`src/design/isqrt_pkg.sv`:
```
// Shared types for the integer square root core.
// No dependencies; imported by the stage and top-level modules.
package isqrt_pkg;

   localparam int unsigned STEP_BITS = 2;

   typedef struct packed {
      logic valid;
      logic negative;
   } isqrt_ctl_type;

endpackage

```
`src/design/isqrt_req_if.sv`:
```
// Request channel: valid/ready handshake carrying one signed operand.
// No dependencies.
interface isqrt_req_if #(
   parameter int unsigned DATA_WIDTH = 32
);
   logic                         valid;
   logic                         ready;
   logic signed [DATA_WIDTH-1:0] operand;

   modport source (output valid, output operand, input ready);
   modport sink   (input valid, input operand, output ready);
endinterface

```
`src/design/isqrt_rsp_if.sv`:
```
// Response channel: valid/ready handshake carrying one signed root.
// No dependencies.
interface isqrt_rsp_if #(
   parameter int unsigned ROOT_WIDTH = 17
);
   logic                         valid;
   logic                         ready;
   logic signed [ROOT_WIDTH-1:0] root;

   modport source (output valid, output root, input ready);
   modport sink   (input valid, input root, output ready);
endinterface

```
`src/design/isqrt_stage.sv`:
```
// One restoring square root step: brings in two operand bits, resolves one root bit.
// Registered stage with local valid/ready; depends on isqrt_pkg.
module isqrt_stage
   import isqrt_pkg::*;
#(
   parameter int unsigned PAIRS = 16
) (
   input  logic                 clock,
   input  logic                 reset,
   input  isqrt_ctl_type        in_ctl,
   input  logic [PAIRS+1:0]     in_rem,
   input  logic [PAIRS-1:0]     in_root,
   input  logic [2*PAIRS-1:0]   in_x,
   output logic                 in_ready,
   output isqrt_ctl_type        out_ctl,
   output logic [PAIRS+1:0]     out_rem,
   output logic [PAIRS-1:0]     out_root,
   output logic [2*PAIRS-1:0]   out_x,
   input  logic                 out_ready
);
   localparam int unsigned REM_W = PAIRS + 2;
   localparam int unsigned X_W   = 2 * PAIRS;

   isqrt_ctl_type    ctl_ff;
   logic [REM_W-1:0] rem_ff, rem_in;
   logic [PAIRS-1:0] root_ff, root_in;
   logic [X_W-1:0]   x_ff, x_in;
   logic [REM_W-1:0] rem_shift;
   logic [REM_W-1:0] trial;
   logic [REM_W-1:0] diff;
   logic             fits;

   always_comb begin
      rem_shift = {in_rem[REM_W-STEP_BITS-1:0], in_x[X_W-1 -: STEP_BITS]};
      trial     = {in_root, 2'b01};
      diff      = rem_shift - trial;
      fits      = (rem_shift >= trial);
      rem_in    = fits ? diff : rem_shift;
      root_in   = {in_root[PAIRS-2:0], fits};
      x_in      = in_x << STEP_BITS;
   end

   assign in_ready = !ctl_ff.valid || out_ready;

   always_ff @(posedge clock) begin
      if (reset) begin
         ctl_ff <= '0;
      end else if (in_ready) begin
         ctl_ff <= in_ctl;
      end
   end

   always_ff @(posedge clock) begin
      if (in_ready && in_ctl.valid) begin
         rem_ff  <= rem_in;
         root_ff <= root_in;
         x_ff    <= x_in;
      end
   end

   assign out_ctl  = ctl_ff;
   assign out_rem  = rem_ff;
   assign out_root = root_ff;
   assign out_x    = x_ff;
endmodule

```
`src/design/integer_square_root_core.sv`:
```
// Integer square root core: pipelined restoring square root, one root bit per stage.
// Depends on isqrt_pkg, isqrt_req_if, isqrt_rsp_if and isqrt_stage.
//
// Usage:
//   req_if carries a signed DATA_WIDTH-bit operand; rsp_if returns a signed
//   root of (DATA_WIDTH+1)/2+1 bits, floor(sqrt(operand)), or all ones when
//   the operand is negative. One response beat per request beat, in order.
//   Each request beat passes through the chain of registered stages, one root bit each.
//   Throughput: one beat per cycle while rsp_if.ready stays high; every stage holds its own item.
//   Each stage stalls only while it holds an item and the next stage cannot
//   accept, so a stalled receiver fills the empty stages before req_if.ready
//   drops; nothing is lost or repeated.
//   Reset (synchronous, active high) empties every stage; there is no other
//   state to clear.
module integer_square_root_core
   import isqrt_pkg::*;
#(
   parameter int unsigned DATA_WIDTH = 32
) (
   input  logic        clock,
   input  logic        reset,
   isqrt_req_if.sink   req_if,
   isqrt_rsp_if.source rsp_if
);
   localparam int unsigned PAIRS  = (DATA_WIDTH + 1) / 2;
   localparam int unsigned REM_W  = PAIRS + 2;
   localparam int unsigned X_W    = 2 * PAIRS;

   isqrt_ctl_type    ctl   [PAIRS+1];
   logic [REM_W-1:0] rem   [PAIRS+1];
   logic [PAIRS-1:0] root  [PAIRS+1];
   logic [X_W-1:0]   x     [PAIRS+1];
   logic             ready [PAIRS+1];

   assign ctl[0].valid    = req_if.valid;
   assign ctl[0].negative = req_if.operand[DATA_WIDTH-1];
   assign rem[0]          = '0;
   assign root[0]         = '0;
   assign x[0]            = X_W'($unsigned(req_if.operand));
   assign req_if.ready    = ready[0];

   for (genvar i = 0; i < PAIRS; i++) begin : g_stage
      isqrt_stage #(
         .PAIRS (PAIRS)
      ) u_stage (
         .clock     (clock),
         .reset     (reset),
         .in_ctl    (ctl[i]),
         .in_rem    (rem[i]),
         .in_root   (root[i]),
         .in_x      (x[i]),
         .in_ready  (ready[i]),
         .out_ctl   (ctl[i+1]),
         .out_rem   (rem[i+1]),
         .out_root  (root[i+1]),
         .out_x     (x[i+1]),
         .out_ready (ready[i+1])
      );
   end

   assign ready[PAIRS] = rsp_if.ready;
   assign rsp_if.valid = ctl[PAIRS].valid;
   assign rsp_if.root  = ctl[PAIRS].negative ? '1 : {1'b0, root[PAIRS]};

`ifndef SYNTHESIS
   a_enter: assert property (@(posedge clock) disable iff (reset)
      req_if.valid && req_if.ready |=> ctl[1].valid)
      else $error("accepted request beat did not reach the first stage");

   a_drain: assert property (@(posedge clock) disable iff (reset)
      !ctl[PAIRS].valid |-> req_if.ready)
      else $error("request stalled while the output stage is empty");

   a_remainder: assert property (@(posedge clock) disable iff (reset)
      ctl[PAIRS].valid && !ctl[PAIRS].negative |-> rem[PAIRS] <= {1'b0, root[PAIRS], 1'b0})
      else $error("final remainder exceeds twice the root");

   a_sign: assert property (@(posedge clock) disable iff (reset)
      rsp_if.valid && rsp_if.root[PAIRS] |-> &rsp_if.root)
      else $error("negative root other than minus one");
`endif
endmodule
```
`src/flat_wrapper.sv`:
```
// flat-port wrapper written by rule: the top's interface ports become plain ports
module integer_square_root_core_flat import isqrt_pkg::*;
#(
   parameter int unsigned DATA_WIDTH = 32
)
  (clock, reset, req_if_valid, req_if_operand, req_if_ready, rsp_if_valid, rsp_if_root, rsp_if_ready);
  isqrt_req_if #(.DATA_WIDTH(DATA_WIDTH)) req_if_i ();
  isqrt_rsp_if rsp_if_i ();
  input  logic clock;
  input  logic reset;
  input wire logic [$bits(req_if_i.valid)-1:0] req_if_valid;
  input wire logic [$bits(req_if_i.operand)-1:0] req_if_operand;
  output wire logic [$bits(req_if_i.ready)-1:0] req_if_ready;
  output wire logic [$bits(rsp_if_i.valid)-1:0] rsp_if_valid;
  output wire logic [$bits(rsp_if_i.root)-1:0] rsp_if_root;
  input wire logic [$bits(rsp_if_i.ready)-1:0] rsp_if_ready;
  assign req_if_i.valid = req_if_valid;
  assign req_if_i.operand = req_if_operand;
  assign req_if_ready = req_if_i.ready;
  assign rsp_if_valid = rsp_if_i.valid;
  assign rsp_if_root = rsp_if_i.root;
  assign rsp_if_i.ready = rsp_if_ready;
  integer_square_root_core #(.DATA_WIDTH(DATA_WIDTH)) u_core (.clock(clock), .reset(reset), .req_if(req_if_i), .rsp_if(rsp_if_i));
endmodule
```
`config.mk`:
```
export PLATFORM = sky130hd
export DESIGN_NAME = integer_square_root_core_flat
export DESIGN_NICKNAME = d
export VERILOG_FILES = /design/src/design/isqrt_pkg.sv /design/src/design/isqrt_req_if.sv /design/src/design/isqrt_rsp_if.sv /design/src/design/isqrt_stage.sv /design/src/design/integer_square_root_core.sv /design/src/flat_wrapper.sv
export SDC_FILE = /design/constraint.sdc
export NUM_CORES = 1
export LEC_CHECK = 0
export BUFFER_PORTS_ARGS = -buffer_cell sky130_fd_sc_hd__buf_2
export CAP_MARGIN = 20
export CORE_ASPECT_RATIO = 0.9
export CORE_MARGIN = 2
export CORE_UTILIZATION = 68
export DETAILED_ROUTE_END_ITERATION = 7
export MAX_ROUTING_LAYER = met4
export PLACE_DENSITY = 0.85
export SYNTH_ARGS = -nofsm -noshare
export SYNTH_HDL_FRONTEND = slang
export SYNTH_SLANG_ARGS = --single-unit
```
`constraint.sdc`:
```
create_clock -name clock -period 6.6 [get_ports clock]
set_input_delay 0.33 -clock clock [delete_from_list [all_inputs] [get_ports clock]]
set_output_delay 0.33 -clock clock [all_outputs]
set_load 0.02 [all_outputs]
```
==> summary.txt <==
STA
  – Skew final: 0.0241 ns
  – Worst Slack Setup Final: 2.74 ns
  – Fin. max-slew vios: 0
  – Final Cycle Share: 58.4%
  – Setup TNS: 0 ns
  – Post-route minimum period: 3.86 ns
  – Setup violators final: 0
  – WHS: 0.0834 ns
  – Maximum clock rate: 259 MHz
  – RSZ-0062 raised after global routing: no
  – Relative slew margins: 30.5%
  – Worst-Margin Slew: 1.04 ns
  – Final Hold Vio Count: 0

Status
  – Outcome: complete, but fails checks
  – Failing checks: DRC

Critical path
  – Critical Setup Path Class: reg2reg
  – Critical Path RT: 6.93 ns
  – CP Cell Sequence: inv_1, ha_1, nor2b_1, o21ai_0, a21oi_1, o21ai_0, nand3_1, nor2_1, a21oi_1
  – WP data arrival: 4.18 ns
  – Max incr delay on CP: 0.83 ns
  – Crit-path slowest cell: nand3_1
  – Largest fanout on the critical path: 22
  – CP Launch Type: flip-flop
  – CP Capture Type: flip-flop

Route
  – Vias/cell: 6.02
  – Wirelength, routed: 57300 um
  – First-pass DRT Iterations: 7
  – Routed Antenna Nets: 0
  – DR WL met3: 3060 um
  – DRC Markers: 1
  – WL/cell: 19.7 um
  – Uppermost layer routed: met4
  – DRT iter0 DRCs: 1491
  – Met2 WL: 30400 um
  – Wl on met1: 22000 um
  – Via count: 17522

Layout
  – Diode count: 0
  – Final core occ: 77.3%
  – Fin area: 32300 um^2
  – Commonest non-fill, non-tap cell in the layout: edfxtp_1
  – Synthesis-to-layout area growth: 12.1%
  – Most frequent cells in the layout: 600 x edfxtp_1, 192 x inv_1, 154 x nor2_1
  – Post-layout net count: 2504
  – Fill count: 2349
  – Layout cells sized above 1: 11.2%

Synthesis
  – Compound-Gate Fraction of Synth Area: 8.66%
  – EDFF count, synth: 600
  – Largest family of logic cells by synthesized area: simple AND/OR/NAND/NOR gates
  – Sequential area share after synthesis: 64.8%
  – Ranking of synthesized cells by area: edfxtp_1 63%, ha_1 6.6%, xnor2_1 2.7%, inv_1 2.5%, a21oi_1 2.4%
  – Post-synth top area share: 62.6%
  – FFs w/ async S/R, synth: 0%
  – Synth area leader: edfxtp_1
  – Yosys reg bits: 632
  – Synth Area in Adders: 6.61%
  – Synthesized area: 28800 um^2
  – Post-Synth XOR/XNOR Area: 4.63%
  – Ys flop type: edfxtp_1
  – Simple-gate share of the synthesized area: 9.93%
  – Synthesized Nets: 2368
  – Synth warn: 0
  – Mapped Cells: 2180
  – Netlist cell types: 79
  – Mean Syn Cell Area: 13.2 um^2
  – Post-synthesis mux area share: 2.23%

Floorplanning
  – Initial core utilization: 68.9%
  – Die Ht: 199 um
  – Die W: 221 um
  – Core Area: 41800 um^2
  – I/O pin cnt: 55
  – Die area: 44000 um^2
  – FP Rows: 71

Global routing
  – Largest net degree at the start of global routing: 46
  – Global-route wire length before repair: 90700 um
  – Vias in the first global route: 17644
  – Grt ovf: 0
  – Antenna violations before repair: 0
  – Total track usage: 26.9%

Power and ir drop
  – Leak pwr: 12.0 nW
  – Max rail drop VDD: 0.000317 V
  – Pwr/cell area: 253 nW/um^2

Clock network
  – CTS Root Cell: clkbuf_16
  – Clock tree buffer depth: 3
  – TritonCTS clock tree: yes
  – TritonCTS buffer count: 60
  – Post-CTS sizing: 0
  – H-tree depth: 2
  – Clock Pin Slew Worst Setup and Hold Paths: 0.06 ns
  – Clock sink count: 632
  – Clk Latency, worst-skew pair: 0.64 ns

Place
  – Dpl ws: 3.20 ns
  – Routability cong.: 0.944
  – Dpl hpwl: 36900 um
  – Area post-placement: 29800 um^2
  – I/O Buffers: 54

Min path
  – Hold Path Class: in2reg

Job
  – Max-Cap Viols: 0
==> sequential cells by signal (all words and copies together), names as in the netlist <==
register / count
u_core.g_stage.u_stage.out_rem: 224
u_core.g_stage.u_stage.out_root: 136
u_core.g_stage.u_stage.out_x: 240
u_core.g_stage.u_stage.out_ctl: 32
==> synth_stat cells (22+ instances only) <==
cell type,n
or2_2,29
nand3_1,28
nor2_1,157
nand4_1,22
nor2b_1,33
nor3_1,44
inv_1,192
a21oi_1,138
ha_1,152
o21a_1,36
xor2_1,64
or3_1,25
xnor2_1,88
nand2_1,115
edfxtp_1,600
o21ai_0,91
mux2_2,41
a21o_1,33
dfxtp_1,32
==> per-stage QoR <==
stage / instances / power [mW]
global placement: 2766 / 4.61
finish: 2912 / 8.18
CTS: 2911 / 8.21
floorplan: 2180 / 4.57
global route: 2912 / 8.38
detailed placement: 2768 / 4.62
==> worst paths after layout <==
check / cells past startpoint / slack (ns) / to / from
worst min-delay path: 4 / 0.08 / u_core.g_stage[15].u_stage.out_ctl[1]$_SDFFE_PP0P_ / rsp_if_ready
worst max-delay path: 9 / 2.74 / u_core.g_stage[5].u_stage.out_rem[2]$_DFFE_PP_ / u_core.g_stage[4].u_stage.out_root[0]$_DFFE_PP_
worst max register to register: 9 / 2.74 / u_core.g_stage[5].u_stage.out_rem[2]$_DFFE_PP_ / u_core.g_stage[4].u_stage.out_root[0]$_DFFE_PP_
worst min register to register: 0 / 0.42 / u_core.g_stage[9].u_stage.out_x[20]$_DFFE_PP_ / u_core.g_stage[8].u_stage.out_x[18]$_DFFE_PP_
==> kinds of logic (layout without fill, tap and decap cells) <==
logic type | Yosys count | count (layout)
adders and majority gates | 152 | 152
muxes | 59 | 59
AOI/OAI and AO/OA | 398 | 398
buffers and inverters | 225 | 410
DFF | 632 | 632
and+or+nand+nor | 561 | 561
xor gates and xnor gates | 152 | 152
other | 1 | 1
==> routing by layer <==
metal / vias up / global-route usage, %
met5: - / -
met4: 0 / 9.50
met3: 136 / 3.75
met2: 652 / 49.3
met1: 8448 / 30.3
li1: 8286 / -
==> report_power, final <==
part	total [mW]	internal [mW]	switching, mW
combinational	0.141	0.0583	0.0832
clock	3.61	2.12	1.49
sequential	4.42	4.40	0.0246
total	8.18	6.58	1.60
==> final cells by class <==
type,instances,area (um^2),area share (%)
clock buffer,78,1690,5.25
clock inverter,33,400,1.24
inverter,194,728,2.26
multi-input combinational,1323,9340,28.9
sequential,632,18700,57.8
tap,547,684,2.12
timing repair buffer,105,762,2.36
==> what timing repair did <==
| action | 4_1_cts | 5_1_grt |
|---|---|---|
| hold endpoints to repair | 34 | 0 |
| hold buffers | 32 | 0 |
| buffers inserted | 0 | 0 |
| endpoints found under the setup margin | 0 | 0 |
==> worst max-delay path, delay by kind of cell (launching register included) <==
kind	cells	cell delay, ns
adders and majority gates	1	0.31
AOI/OAI and AO/OA	4	1.23
DFF	1	0.46
and+or+nand+nor	3	1.39
buffers and inverters	1	0.14
Note: power is estimated with default switching activity, not from simulation.
